## config.mk

```make
export PLATFORM = sky130hd
export DESIGN_NAME = tod_front
export DESIGN_NICKNAME = d
export VERILOG_FILES = /design/src/sv/tod_pkg.sv /design/src/sv/tod_front.sv
export SDC_FILE = /design/constraint.sdc
export NUM_CORES = 1
export LEC_CHECK = 0
export BUFFER_PORTS_ARGS = -buffer_cell sky130_fd_sc_hd__buf_2
export CAP_MARGIN = 20
export CORE_ASPECT_RATIO = 1.1
export CORE_UTILIZATION = 30
export CTS_CLUSTER_SIZE = 24
export DETAILED_ROUTE_END_ITERATION = 12
export PLACE_DENSITY = 0.48
export SLEW_MARGIN = 40
export SYNTH_ARGS = -nofsm -noshare
export SYNTH_HDL_FRONTEND = slang
export SYNTH_SLANG_ARGS = --single-unit
```

## constraint.sdc

```tcl
create_clock -name i_clk -period 9.3 [get_ports i_clk]
set_input_delay 0.93 -clock i_clk [delete_from_list [all_inputs] [get_ports i_clk]]
set_output_delay 0.93 -clock i_clk [all_outputs]
set_load 0.01 [all_outputs]
```

## src/sv/tod_pkg.sv

```systemverilog
// Shared types, constants and the sigmoid denominator function of the offload decision block.
// No dependencies; every other file imports this package.
package tod_pkg;

    localparam int TIME_W     = 16;
    localparam int ENERGY_W   = 20;
    localparam int FRAC_W     = 17;
    localparam int DBM_W      = 9;
    localparam int IDX_MAX_W  = 12;
    localparam int QUO_W      = 16;
    localparam int WGT_W      = 19;
    localparam int QUEUE_DEPTH = 4;
    localparam int CFG_ADDR_W = 3;
    localparam int CFG_DATA_W = 20;
    localparam int IN_DATA_W  = 168;
    localparam int OUT_DATA_W = 64;

    localparam logic [TIME_W-1:0] CRIT_DEADLINE_MS = 16'd100;
    localparam logic [FRAC_W-1:0] Q16_ONE          = 17'd65536;
    localparam logic [FRAC_W-1:0] Q16_HALF         = 17'd32768;
    localparam logic [FRAC_W-1:0] CONF_EDGE_LATE   = 17'd58982;

    localparam logic [WGT_W-1:0] W_TENTH = 19'd65536;
    localparam logic [WGT_W-1:0] W_BASE_TIME   = 19'd262144;
    localparam logic [WGT_W-1:0] W_BASE_ENERGY = 19'd262144;
    localparam logic [WGT_W-1:0] W_BASE_RISK   = 19'd131072;
    localparam logic [WGT_W-1:0] W_CRIT_TIME   = 19'd458752;

    // divide by 5 * 65536: reciprocal of 5 exact for values below 2^22
    localparam int           CONF_SHIFT   = 16;
    localparam logic [21:0]  CONF_SAT_LIM = 22'd327680;
    localparam logic [19:0]  RECIP5_MUL   = 20'd838861;
    localparam int           RECIP5_SHIFT = 22;

    typedef enum logic [2:0] {
        RSN_CRITICAL    = 3'd0,
        RSN_EDGE_ABSENT = 3'd1,
        RSN_EDGE_LATE   = 3'd2,
        RSN_BOTH_LATE   = 3'd3,
        RSN_LOCAL_BEST  = 3'd4,
        RSN_EDGE_BEST   = 3'd5
    } t_reason;

    typedef enum logic [1:0] {
        NC_DIV  = 2'd0,
        NC_ZERO = 2'd1,
        NC_FULL = 2'd2,
        NC_HALF = 2'd3
    } t_ncode;

    typedef enum logic [2:0] {
        CFG_TIME_FLOOR     = 3'd0,
        CFG_TIME_CEILING   = 3'd1,
        CFG_ENERGY_FLOOR   = 3'd2,
        CFG_ENERGY_CEILING = 3'd3,
        CFG_BATTERY_LOW    = 3'd4,
        CFG_WEAK_SIGNAL    = 3'd5,
        CFG_HIGH_LOSS      = 3'd6
    } t_cfg_idx;

    // request beat, last field in the lowest bits
    typedef struct packed {
        logic [FRAC_W-1:0]       loss_fraction;
        logic signed [DBM_W-1:0] signal_dbm;
        logic [FRAC_W-1:0]       battery_fraction;
        logic                    edge_up;
        logic [FRAC_W-1:0]       edge_fail_prob;
        logic [FRAC_W-1:0]       local_fail_prob;
        logic [ENERGY_W-1:0]     edge_energy_mj;
        logic [ENERGY_W-1:0]     local_energy_mj;
        logic [TIME_W-1:0]       edge_time_ms;
        logic [TIME_W-1:0]       local_time_ms;
        logic [TIME_W-1:0]       deadline_ms;
        logic                    critical;
    } t_req;

    // result beat, last field in the lowest bits
    typedef struct packed {
        t_reason             reason_code;
        logic [FRAC_W-1:0]   confidence_q16;
        logic [ENERGY_W-1:0] chosen_energy_mj;
        logic [TIME_W-1:0]   chosen_time_ms;
        logic                run_remote;
    } t_rsp;

    localparam int RSP_W = $bits(t_rsp);

    // classified job handed from the front to the back
    typedef struct packed {
        logic                 crit;
        logic                 early;
        logic                 remote_e;
        logic [FRAC_W-1:0]    conf_e;
        t_reason              reason_e;
        logic [TIME_W-1:0]    lt;
        logic [TIME_W-1:0]    et;
        logic [ENERGY_W-1:0]  le;
        logic [ENERGY_W-1:0]  ee;
        logic [FRAC_W-1:0]    lf;
        logic [FRAC_W-1:0]    ef;
        logic                 low_batt;
        logic                 weak_sig;
        logic                 lossy;
        logic [IDX_MAX_W-1:0] bidx;
        logic [IDX_MAX_W-1:0] sidx;
        logic [IDX_MAX_W-1:0] lidx;
        t_ncode               nc_tl;
        t_ncode               nc_te;
        t_ncode               nc_el;
        t_ncode               nc_ee;
        logic [TIME_W-1:0]    num_tl;
        logic [TIME_W-1:0]    num_te;
        logic [ENERGY_W-1:0]  num_el;
        logic [ENERGY_W-1:0]  num_ee;
        logic [TIME_W-1:0]    den_t;
        logic [ENERGY_W-1:0]  den_e;
    } t_job;

    typedef struct packed {
        t_job             job;
        logic [WGT_W-1:0] wt;
        logic [WGT_W-1:0] we;
        logic [WGT_W-1:0] wr;
    } t_ctx;

    // fields that ride along to the output stage
    typedef struct packed {
        logic                early;
        logic                remote_e;
        logic [FRAC_W-1:0]   conf_e;
        t_reason             reason_e;
        logic [TIME_W-1:0]   lt;
        logic [TIME_W-1:0]   et;
        logic [ENERGY_W-1:0] le;
        logic [ENERGY_W-1:0] ee;
    } t_pass;

    // sigmoid denominator 2^32 + e at entry idx; eh is the Q32 decay per entry
    function automatic logic [63:0] sig_den(input logic [63:0] eh, input int idx);
        logic [63:0] e;
        e = 64'd1 << 32;
        for (int i = 0; i < idx; i++) begin
            e = (e * eh + (64'd1 << 31)) >> 32;
        end
        return (64'd1 << 32) + e;
    endfunction

endpackage

```

## src/sv/tod_front.sv

```systemverilog
// Front end: configuration registers, request register and classification into jobs.
// Depends on tod_pkg (request, job, codes).
module tod_front #(
    parameter int SIGMOID_ENTRIES = 256
) (
    input  logic                                i_clk,
    input  logic                                i_rst_n,
    input  logic                                i_cfg_wr_en,
    input  logic [tod_pkg::CFG_ADDR_W-1:0]      i_cfg_addr,
    input  logic [tod_pkg::CFG_DATA_W-1:0]      i_cfg_wdata,
    input  logic                                i_valid,
    output logic                                o_ready,
    input  tod_pkg::t_req                       i_req,
    input  logic                                i_q_full,
    output logic                                o_push,
    output tod_pkg::t_job                       o_job
);
    import tod_pkg::*;

    localparam int IDXW = $clog2(SIGMOID_ENTRIES);
    localparam int BMUL = 20 * SIGMOID_ENTRIES;
    localparam int BPW  = FRAC_W + $clog2(BMUL + 1);
    localparam int SHW  = BPW - 19;
    localparam logic [IDXW-1:0] IDX_LAST = IDXW'(SIGMOID_ENTRIES - 1);

    logic [TIME_W-1:0]       r_tf;
    logic [TIME_W-1:0]       r_tc;
    logic [ENERGY_W-1:0]     r_ef;
    logic [ENERGY_W-1:0]     r_ec;
    logic [FRAC_W-1:0]       r_bll;
    logic signed [DBM_W-1:0] r_wsd;
    logic [FRAC_W-1:0]       r_hlr;

    logic r_v;
    t_req r_req;

    logic [FRAC_W-1:0]     b_dd;
    logic [FRAC_W-1:0]     l_dd;
    logic [BPW-1:0]        b_prod;
    logic [BPW-1:0]        l_prod;
    logic signed [DBM_W:0] s_dd;
    logic                  s_far;
    logic [IDXW-1:0]       sig_tbl [0:127];
    logic [IDXW-1:0]       s_idx;
    t_job                  cls;

    // write configuration registers
    always_ff @(posedge i_clk) begin
        if (!i_rst_n) begin
            r_tf  <= 16'd10;
            r_tc  <= 16'd5000;
            r_ef  <= 20'd100;
            r_ec  <= 20'd50000;
            r_bll <= 17'd13107;
            r_wsd <= -9'sd80;
            r_hlr <= 17'd6554;
        end else if (i_cfg_wr_en) begin
            unique case (t_cfg_idx'(i_cfg_addr))
                CFG_TIME_FLOOR:     r_tf  <= i_cfg_wdata[TIME_W-1:0];
                CFG_TIME_CEILING:   r_tc  <= i_cfg_wdata[TIME_W-1:0];
                CFG_ENERGY_FLOOR:   r_ef  <= i_cfg_wdata[ENERGY_W-1:0];
                CFG_ENERGY_CEILING: r_ec  <= i_cfg_wdata[ENERGY_W-1:0];
                CFG_BATTERY_LOW:    r_bll <= i_cfg_wdata[FRAC_W-1:0];
                CFG_WEAK_SIGNAL:    r_wsd <= $signed(i_cfg_wdata[DBM_W-1:0]);
                CFG_HIGH_LOSS:      r_hlr <= i_cfg_wdata[FRAC_W-1:0];
                default: ;
            endcase
        end
    end

    // hold the request until the queue takes its job
    assign o_ready = !r_v || !i_q_full;
    assign o_push  = r_v && !i_q_full;

    always_ff @(posedge i_clk) begin
        if (!i_rst_n) begin
            r_v <= 1'b0;
        end else if (o_ready) begin
            r_v <= i_valid;
        end
    end

    always_ff @(posedge i_clk) begin
        if (i_valid && o_ready) begin
            r_req <= i_req;
        end
    end

    // saturate a scaled fraction difference to a table index
    function automatic logic [IDXW-1:0] sat_idx(input logic [BPW-1:0] p);
        logic [SHW-1:0] hi;
        hi = p[BPW-1:19];
        return (hi > SHW'(SIGMOID_ENTRIES - 1)) ? IDX_LAST : hi[IDXW-1:0];
    endfunction

    function automatic t_ncode ncode(input logic [ENERGY_W-1:0] v,
                                     input logic [ENERGY_W-1:0] lo,
                                     input logic [ENERGY_W-1:0] hi);
        t_ncode c;
        priority if (hi <= lo) c = NC_HALF;
        else if (v <= lo)      c = NC_ZERO;
        else if (v >= hi)      c = NC_FULL;
        else                   c = NC_DIV;
        return c;
    endfunction

    // signal index table: dBm below the level times entries / 80
    for (genvar g = 0; g < 128; g++) begin : g_stbl
        localparam int SV = (g < 80) ? (g * SIGMOID_ENTRIES) / 80 : SIGMOID_ENTRIES - 1;
        assign sig_tbl[g] = IDXW'(SV);
    end

    assign b_dd   = r_bll - r_req.battery_fraction;
    assign l_dd   = r_req.loss_fraction - r_hlr;
    assign b_prod = BPW'(b_dd) * BPW'(BMUL);
    assign l_prod = BPW'(l_dd) * BPW'(BMUL);
    assign s_dd   = {r_wsd[DBM_W-1], r_wsd} - {r_req.signal_dbm[DBM_W-1], r_req.signal_dbm};
    assign s_far  = (s_dd > 10'sd79);
    assign s_idx  = s_far ? IDX_LAST : sig_tbl[s_dd[6:0]];

    // classify: early exits, sigmoid indices, normalization operands
    always_comb begin
        cls          = '0;
        cls.crit     = r_req.critical;
        cls.lt       = r_req.local_time_ms;
        cls.et       = r_req.edge_time_ms;
        cls.le       = r_req.local_energy_mj;
        cls.ee       = r_req.edge_energy_mj;
        cls.lf       = r_req.local_fail_prob;
        cls.ef       = r_req.edge_fail_prob;
        cls.low_batt = r_req.battery_fraction < r_bll;
        cls.weak_sig = r_req.signal_dbm < r_wsd;
        cls.lossy    = r_req.loss_fraction > r_hlr;
        cls.bidx     = IDX_MAX_W'(sat_idx(b_prod));
        cls.sidx     = IDX_MAX_W'(s_idx);
        cls.lidx     = IDX_MAX_W'(sat_idx(l_prod));
        cls.nc_tl    = ncode(ENERGY_W'(r_req.local_time_ms), ENERGY_W'(r_tf), ENERGY_W'(r_tc));
        cls.nc_te    = ncode(ENERGY_W'(r_req.edge_time_ms), ENERGY_W'(r_tf), ENERGY_W'(r_tc));
        cls.nc_el    = ncode(r_req.local_energy_mj, r_ef, r_ec);
        cls.nc_ee    = ncode(r_req.edge_energy_mj, r_ef, r_ec);
        cls.num_tl   = r_req.local_time_ms - r_tf;
        cls.num_te   = r_req.edge_time_ms - r_tf;
        cls.num_el   = r_req.local_energy_mj - r_ef;
        cls.num_ee   = r_req.edge_energy_mj - r_ef;
        cls.den_t    = r_tc - r_tf;
        cls.den_e    = r_ec - r_ef;
        cls.remote_e = 1'b0;
        cls.conf_e   = Q16_ONE;
        cls.reason_e = RSN_CRITICAL;
        priority if (r_req.critical && (r_req.deadline_ms < CRIT_DEADLINE_MS)) begin
            cls.early    = 1'b1;
        end else if (!r_req.edge_up) begin
            cls.early    = 1'b1;
            cls.reason_e = RSN_EDGE_ABSENT;
        end else if (r_req.edge_time_ms > r_req.deadline_ms) begin
            cls.early = 1'b1;
            if (r_req.local_time_ms <= r_req.deadline_ms) begin
                cls.conf_e   = CONF_EDGE_LATE;
                cls.reason_e = RSN_EDGE_LATE;
            end else begin
                cls.remote_e = 1'b1;
                cls.conf_e   = Q16_HALF;
                cls.reason_e = RSN_BOTH_LATE;
            end
        end else begin
            cls.early = 1'b0;
        end
    end

    assign o_job = cls;

endmodule

```

==> results.toml, run 1 <==
[die]
die_w_um = 259.6
num_rows = 103
io_pins = 481
die-area_um2 = 74050
die_height_um = 285.3
core_um2 = 72040
start_util_pct = 30.39

[clocking]
cts.sinks = 283
clk_path_buf_depth = 3
root_buffer = "clkbuf_16"
clkTransAtPathRegs_ns = 0.06
htreeDepth = 2
postCtsSetupRepairBufs = 0
worstSkewPairLatency_ns = 0.57
cts_buffers = 38
cts_tree = "yes"
cts_resized = 0
postCtsHoldBufs = 0

[critical_path]
crit_end = "o_job[145]"
regToRegSetupSlack_ns = 7.08
crit_type = "reg2out"
critical_path_required_ns = 8.37
critPathArrivalTime_ns = 4.99
rr_startpoint = "r_v"
path_max_fanout = 7
r2r_cells = 3
startpoint = "r_req[125]"
end_kind = "output port"
rr_endpoint = "r_req[6]"
startpoint_type = "flop"

[place]
port_buffers = 460
place_worst_setup_slack_ns = 3.935
gp_congestion = 0.8997
dp_hpwl_mm = 57.89

[timing]
setup_slack_ns = 3.377
clock-skew-final_ns = 0.03327
setup_violations = 0
rsz0062_at_grt = "no"
period_share_pct = 63.69
tightest_slew_ns = 0.8494
relSlewSlack_pct = 42.66
slew_viol_final = 0
setup-tns-final_ns = 0
hold_viol = 0
min_period_ns = 5.923
fmax_mhz = 168.8

[final_layout]
fill_cells = 7406
mostFrequentLayoutCell = "buf_2"
syn2layout_area_growth_pct = 17.40
nets = 3271
regArea_um2 = 7337
multiInputGateArea_um2 = 12710
layout_common_cells = "459 x buf_2, 314 x ha_1, 291 x nand2_1"
drive_above_1_share_pct = 20.63

[yosys]
synthArstFlopShare_pct = 0
synth-seq-cells = 283
yosysWarningCount = 0
yosysSeqAreaShare_pct = 33.52
synth_top_family_by_area = "adder cells"
synth_compound_area_share_pct = 18.38
synth-xor-area-share_pct = 5.590
synth_area_per_cell_um2 = 9.102
synth_area_leaders = "edfxtp_1 23%, ha_1 18%, dfxtp_1 11%, nand2_1 5.0%, buf_4 4.6%"
synthCells = 2405
synthFlopType = "edfxtp_1"
synthDistinctLibCells = 85
muxShareOfSynthArea_pct = 0.3830
synth_simple_gate_area_share_pct = 14.35
yosysTopAreaCell = "edfxtp_1"
syn_area_um2 = 21890
synth-edff-count = 167
synthAdderAreaFrac_pct = 18.77
yosys.area.top_type_share_pct = 22.91

[global_route]
grt_usage_pct = 19.12
overflow = 0
antenna_found_initial = 2
grt_max_degree = 68
grt_pass1_vias = 18550
grt_pass1_wl_mm = 109.2

[route]
wire_per_inst_um = 19.33
wl_met1_mm = 31.77
drc_errors = 0
viasPerCell = 4.952
drtIter0Drc = 938
highest_layer = "met5"
vias = 18470
ant_nets = 0
dr.pass1.iters = 5
dr_wl_met3_mm = 3.939
wl_met2_mm = 34.73
wl_mm = 72.10

[hold_path]
hp-class = "reg2reg"
hold_depth = 2

[pwr]
p_leak_nw = 11.37
peakVddDrop_v = 0.0001252
powerDensity_nw_per_um2 = 165.3

[run]
max_cap_violations = 0

[run_status]
status = "finished clean"
## synthesized netlist by cell type (7+ instances only)
master	number
a211oi_1	19
a21boi_0	80
a21o_1	65
a21oi_1	128
a31oi_1	12
and2_1	9
and3_1	10
buf_4	135
clkbuf_1	38
dfxtp_1	116
edfxtp_1	167
fa_1	9
ha_1	314
inv_1	208
nand2_1	291
nand2b_1	31
nand3_1	50
nand4_1	35
nor2_1	131
nor2b_1	39
nor3_1	39
o2111ai_1	8
o211ai_1	36
o21a_1	42
o21ai_0	64
o21ai_1	21
o21bai_1	21
o31ai_1	14
or3_1	7
xnor2_1	99
xor2_1	37
## logic make-up (layout without fill, tap and decap cells)
group / after synthesis / in the layout
and+or+nand+nor: 681 / 681
adders and majority gates: 323 / 323
xor gates and xnor gates: 138 / 138
AOI/OAI and AO/OA: 585 / 585
other: 1 / 22
muxes: 7 / 7
buffers and inverters: 387 / 746
DFF: 283 / 283
## worst min path at each step
stage	from	endpoint	slack, ns
after floorplan	r_ef[10]	r_ef[10]	0.44
after global placement	r_ef[8]	r_ef[8]	0.45
after detailed placement	r_tf[4]	r_tf[4]	0.46
after CTS	r_tf[4]	r_tf[4]	0.47
after global routing	r_hlr[16]	r_hlr[16]	0.48
final	r_hlr[2]	r_hlr[2]	0.46
## state kept, by name, indices dropped and copies added (netlist names)
| name | flops |
|---|---|
| r_req | 60 |
| o_job | 107 |
| r_v | 1 |
| r_bll | 17 |
| r_tc | 16 |
| r_ef | 20 |
| r_wsd | 9 |
| r_ec | 20 |
| r_hlr | 17 |
| r_tf | 16 |
## per-stage QoR
stage	util [%]	hold slack (ns)	area, µm²	total power, W	instances
2_1_floorplan	-	0.4435	21960	0.002339	2424
3_3_place_gp	33.78	0.4533	24340	0.002711	3658
3_5_place_dp	33.82	0.4594	24360	0.002732	3658
4_1_cts	35.65	0.4682	25680	0.004324	3728
5_1_grt	35.67	0.4816	25700	0.004512	3729
6_report	35.67	0.4648	25700	0.004249	3730
## area by class of cell
class | instances | area share (%)
Clock buffer | 43 | 3.978
Clock inverter | 27 | 1.154
Antenna cell | 2 | 0.01947
Tap cell | 945 | 4.601
Inverter | 208 | 3.038
Multi-Input combinational cell | 1754 | 49.45
Timing Repair Buffer | 468 | 9.216
Sequential cell | 283 | 28.55
## power by group
part           switching [W]  internal, W  leakage (nW)
combinational       0.000739     0.000523          8.17
sequential         0.0000476      0.00139          2.56
clock               0.000608     0.000937         0.651
total                0.00139      0.00285          11.4
## per-layer routing
layer  global-route usage (%)  up-vias
met1                    24.43     8741
met2                    32.67      499
met4                    5.044        2
met5                        0        -
li1                         -     9140
met3                    3.671       89
## critical path, stage by stage, from the launching register on
cell      delay, ns
edfxtp_1       0.41
inv_1          0.08
ha_1           0.24
nor2b_1        0.15
o31a_1         0.27
o41a_1         0.38
a21oi_1        0.20
xnor2_1        0.17
ha_1           0.27
ha_1           0.23
or4_1          0.52
a41o_1         0.26
a31oi_4        0.23
o31ai_2        0.12
a41o_1         0.28
nor2_2         0.11
o211ai_2       0.14
or2_1          0.25
buf_2          0.15
Note: power is estimated with default switching activity, not from simulation.
==> run 2, diff against run 1 <==
==> constraint.sdc (replaced) <==
create_clock -name i_clk -period 5.61 [get_ports i_clk]
set_input_delay 0.561 -clock i_clk [delete_from_list [all_inputs] [get_ports i_clk]]
set_output_delay 0.561 -clock i_clk [all_outputs]
set_load 0.01 [all_outputs]
==> run 2 against run 1 <==
  * Final area rose by 0.30%
  * Count of clock-buffer cells in the layout rose by 8
  * Global-route usage fell by 0.098 points
  * Setup slack got worse by 3.2 ns
  * Non-clock buffer count rose by 10
  * Total power rose by 64%
  * Core utilization rose by 0.11 points
  * Sequential share of layout area fell by 0.086 points
  * First-iteration DRC count rose by 11%
  * Final cell count rose by 0.24%
==> results.toml, run 2 (synthesis results as in run 1) <==
[run]
max_cap_violations = 0

[place]
gp_congestion = 0.8982
dp_hpwl_mm = 57.56
port_buffers = 460
place_area_um2 = 24380

[pwr]
powerDensity_nw_per_um2 = 270.3
p_leak_nw = 11.40
peakVddDrop_v = 0.0002125

[clocking]
postCtsHoldBufs = 0
cts_buffers = 39
worstSkewPairLatency_ns = 0.57
clkTransAtPathRegs_ns = 0.06
clk_path_buf_depth = 3
htreeDepth = 2
cts.sinks = 283
root_buffer = "clkbuf_16"
cts_tree = "yes"

[hold_path]
hold_path_end = "o_job[192]"
hp-class = "in2reg"
hold_start = "i_req[72]"
hold_depth = 1

[final_layout]
largest_reg_flops = 107
fin_util_pct = 35.78
nets = 3282
syn2layout_area_growth_pct = 17.76
diodes = 0
layout_common_cells = "459 x buf_2, 314 x ha_1, 291 x nand2_1"
drive_above_1_share_pct = 20.87
final_area_um2 = 25780
mostFrequentLayoutCell = "buf_2"

[global_route]
grt_pass1_vias = 18420
antenna_found_initial = 3
grt_pass1_wl_mm = 108.6
overflow = 0
grt_max_degree = 117
grt_usage_pct = 19.03

[route]
wire_per_inst_um = 19.29
drtIter0Drc = 1042
ant_nets = 0
vias = 18490
drc_errors = 0
dr.pass1.iters = 5
wl_mm = 72.11
viasPerCell = 4.945

[timing]
clock-skew-final_ns = 0.01875
rsz0062_at_grt = "yes"
slew_viol_final = 0
relSlewSlack_pct = 39.78
setup_violations = 0
min_period_ns = 5.402
hold_viol = 0
fin_hold_ws_ns = 0.1610
period_share_pct = 96.30
fmax_mhz = 185.1
tightest_slew_ns = 0.8919

[critical_path]
critPathArrivalTime_ns = 4.84
end_kind = "output port"
startpoint_type = "flop"
regToRegSetupSlack_ns = 3.71
rr_endpoint = "o_job[233]"
rr_startpoint = "r_v"
crit_type = "reg2out"
path_max_fanout = 3
r2r_cells = 3
critical_path_required_ns = 5.05

[die]
die_height_um = 285.3
start_util_pct = 30.39
io_pins = 481
die_w_um = 259.6
core_um2 = 72040
die-area_um2 = 74050
num_rows = 103

[run_status]
status = "finished clean"
run 2: cell count changes in the layout (fill, tap and decap cells not counted), moves of 2 or more:
| cell | change |
|---|---|
| bufinv_16 | -3 |
| clkbuf_8 | +3 |
| clkbuf_1 | +7 |
| o21ai_2 | +2 |
| buf_4 | +9 |
| diode_2 | -2 |
| clkinv_2 | -2 |
run 2: worst max path at each step:
stage,start,endpoint,slack (ns),cells past startpoint
after floorplan,i_q_full,o_job[155],0.53,2
after global placement,r_req[125],o_job[145],0.65,18
after detailed placement,r_req[125],o_job[145],0.59,18
after CTS,r_req[125],o_job[145],0.02,18
after global routing,r_req[125],o_job[145],-0.01,18
final,r_req[125],o_job[143],0.21,19
run 2: through the flow:
stage	cells	total power, W	setup TNS [ns]	worst slack [ns]
floorplan	2424	0.003877	0	0.5266
global placement	3659	0.004499	0	0.6531
detailed placement	3659	0.004531	0	0.5943
CTS	3732	0.007051	0	0.02342
global route	3739	0.007399	-0.02598	-0.01330
finish	3739	0.006966	0	0.2078
run 2: area by class of cell:
type / instances / area [µm²]
fillers: 7443 / 46260
flip-flops and latches: 283 / 7337
repair buffers: 478 / 2459
well taps: 945 / 1182
clock inverters: 20 / 202.7
clock buffers: 51 / 1051
inverters: 208 / 780.7
multi-input cells: 1754 / 12760
run 2: critical path, cell delays in order (launching register included):
cell	delay, ns
edfxtp_1	0.41
inv_1	0.08
ha_1	0.23
nor2b_1	0.14
o31a_1	0.28
o41a_1	0.38
a21oi_2	0.20
xnor2_2	0.15
ha_1	0.26
ha_1	0.22
or4_1	0.53
a41o_1	0.26
a31oi_4	0.16
buf_4	0.14
nor2_1	0.05
o21a_1	0.19
o21a_1	0.20
o21a_1	0.17
o21bai_1	0.12
buf_2	0.14
run 2: report_power, final:
part | internal (W) | total (W) | switching (W)
clock | 0.00143 | 0.00244 | 0.00101
combinational | 0.000896 | 0.00214 | 0.00124
sequential | 0.00231 | 0.00239 | 0.0000788
total | 0.00464 | 0.00697 | 0.00233
run 2: timing repair:
| action | CTS | global route |
|---|---|---|
| resized for setup | 1 | 9 |
| setup buffers | 2 | 7 |
| setup endpoints to repair | 1 | 14 |
| pin swaps | 4 | 11 |
run 2: layer usage:
metal,vias up,routed length [µm],track usage (%)
met5,-,22,0
met4,4,1797,5.044
met3,100,4019,3.431
met2,536,34990,33.15
met1,8711,31290,23.89
li1,9140,-,-
==> run 3, diff against run 2 <==
--- a/config.mk
+++ b/config.mk
@@ -11,8 +11,8 @@
 export CORE_UTILIZATION = 30
 export CTS_CLUSTER_SIZE = 24
 export DETAILED_ROUTE_END_ITERATION = 12
-export PLACE_DENSITY = 0.48
-export SLEW_MARGIN = 40
+export PLACE_DENSITY = 0.55
+export SLEW_MARGIN = 15
 export SYNTH_ARGS = -nofsm -noshare
 export SYNTH_HDL_FRONTEND = slang
 export SYNTH_SLANG_ARGS = --single-unit
==> run 3 against run 2 <==
  * Wire length is 4.9% lower
  * Flip-flop and latch count stayed put
  * Final area is 0.41% lower
  * Total power is 2.0% lower
  * Maximum frequency is 0.27% higher
  * Critical path type unchanged
  * Critical endpoint is now o_job[145]
  * Largest cell class unchanged
  * Highest routed layer unchanged
==> results.toml, run 3 (synthesis results as in run 1) <==
[global_route]
grt_pass1_vias = 17800
antenna_found_initial = 7
grt_usage_pct = 18.16
grt_max_degree = 99
overflow = 0
grt_pass1_wl_mm = 103.8

[place]
gp_congestion = 0.9061
place_worst_setup_slack_ns = 0.6630
port_buffers = 460
dp_hpwl_mm = 54.80
dp_cells = 3661

[critical_path]
path_max_fanout = 7
crit_type = "reg2out"
critical_path_required_ns = 5.05
startpoint = "r_req[125]"
rr_startpoint = "r_v"
regToRegSetupSlack_ns = 3.76
crit_end = "o_job[145]"
slowest_delay_ns = 0.51
cp.depth = 18
crit_slowest_cell = "or4_4"
startpoint_type = "flop"
critPathArrivalTime_ns = 4.83
crit_buf_inv = 2
crit_family = "compound AO/OA/AOI/OAI gates"
end_kind = "output port"
rr_endpoint = "o_job[158]"
cp_common_cell = "a41o_1"
cp_cell_sequence = "inv_1, ha_4, nor2b_1, o31a_1, o41a_1, a21oi_2, xnor2_2, ha_1, ha_2, or4_4, a41o_1, a31oi_4, o31ai_4, a41o_1, nor2_2, o211ai_2, or2_1, buf_2"
r2r_cells = 3

[final_layout]
layout_common_cells = "459 x buf_2, 312 x ha_1, 291 x nand2_1"
largest_reg_flops = 107
mostFrequentLayoutCell = "buf_2"
nets = 3279
final_cell_count_no_fill = 3736
syn2layout_area_growth_pct = 17.28
fill_cells = 7451
drive_above_1_share_pct = 20.72

[route]
wire_per_inst_um = 18.36
ant_nets = 0
drtIter0Drc = 930
drc_errors = 0
wl_mm = 68.61
dr.pass1.iters = 5
vias = 18160
viasPerCell = 4.861

[clocking]
clk_path_buf_depth = 3
root_buffer = "clkbuf_16"
htreeDepth = 2
clkTransAtPathRegs_ns = 0.06
cts.sinks = 283
cts_buffers = 37
postCtsHoldBufs = 0
cts_tree = "yes"
worstSkewPairLatency_ns = 0.55

[timing]
setup_slack_ns = 0.2223
tightest_slew_ns = 1.058
fmax_mhz = 185.6
fin_hold_ws_ns = 0.1773
relSlewSlack_pct = 28.93
setup_violations = 0
hold_viol = 0
clock-skew-final_ns = 0.02815
min_period_ns = 5.388
period_share_pct = 96.04
setup-tns-final_ns = 0
slew_viol_final = 0

[die]
start_util_pct = 30.39
die_w_um = 259.6
num_rows = 103
die_height_um = 285.3
core_um2 = 72040
die-area_um2 = 74050
io_pins = 481

[pwr]
p_leak_nw = 11.35
power_w = 0.006827
peakVddDrop_v = 0.0002454
powerDensity_nw_per_um2 = 265.9

[run]
max_cap_violations = 0

[hold_path]
hp-class = "in2reg"

[run_status]
status = "finished clean"
## run 3: cell count changes in the layout (fill, tap and decap cells not counted), moves of 2 or more
| cell | delta |
|---|---|
| clkbuf_1 | -4 |
| clkinv_1 | +4 |
| clkbuf_8 | -3 |
| ha_1 | -2 |
| nor2_4 | -2 |
## run 3: worst register-to-register path, stage by stage, from the launching register on
cell	delay [ns]
dfxtp_1	0.31
nand2_1	0.07
and2_4	0.35
buf_4	0.68
## run 3: worst min-delay path by stage
stage	cells after the start	slack, ns	startpoint	to
finish	1	0.18	i_req[114]	o_job[163]
global route	1	0.13	i_req[118]	o_job[167]
CTS	1	0.12	i_req[52]	o_job[212]
detailed placement	2	0.46	r_tf[15]	r_tf[15]
global placement	2	0.45	r_tf[15]	r_tf[15]
floorplan	2	0.44	r_ef[10]	r_ef[10]
## run 3: layer usage
| metal | part of all wire, % | routed length [µm] | up-vias | global-route usage (%) |
|---|---|---|---|---|
| met4 | 2.3 | 1584 | 8 | 4.882 |
| met5 | 0.082 | 56 | - | 0 |
| met3 | 4.9 | 3351 | 87 | 2.996 |
| met2 | 48 | 32770 | 449 | 31.37 |
| li1 | - | - | 9143 | - |
| met1 | 45 | 30850 | 8474 | 23.17 |
## run 3: cell type report
class | count | area [µm²] | area share, %
antenna | 1 | 2.502 | 0.009748
sequential | 283 | 7337 | 28.58
inverter | 208 | 780.7 | 3.041
clock buffer | 45 | 1008 | 3.928
timing repair buffer | 477 | 2445 | 9.523
clock inverter | 23 | 180.2 | 0.7018
multi-input combinational | 1754 | 12740 | 49.61
tap | 945 | 1182 | 4.606
## run 3: repair_timing
item	4_1_cts	5_1_grt
setup endpoints to repair	0	14
buffers inserted	0	6
gates resized for setup	0	10
## run 3: power breakdown
group / internal, W / switching [W] / leakage, nW
Clock: 0.00138 / 0.000960 / 0.582
Sequential: 0.00231 / 0.0000765 / 2.56
Combinational: 0.000886 / 0.00122 / 8.21
Total: 0.00458 / 0.00225 / 11.4
## run 3: metrics by stage
stage	area (µm²)	utilization, %
4_1_cts	25560	35.48
6_report	25670	35.64
5_1_grt	25670	35.64
2_1_floorplan	21960	-
3_3_place_gp	24370	33.83
3_5_place_dp	24370	33.83
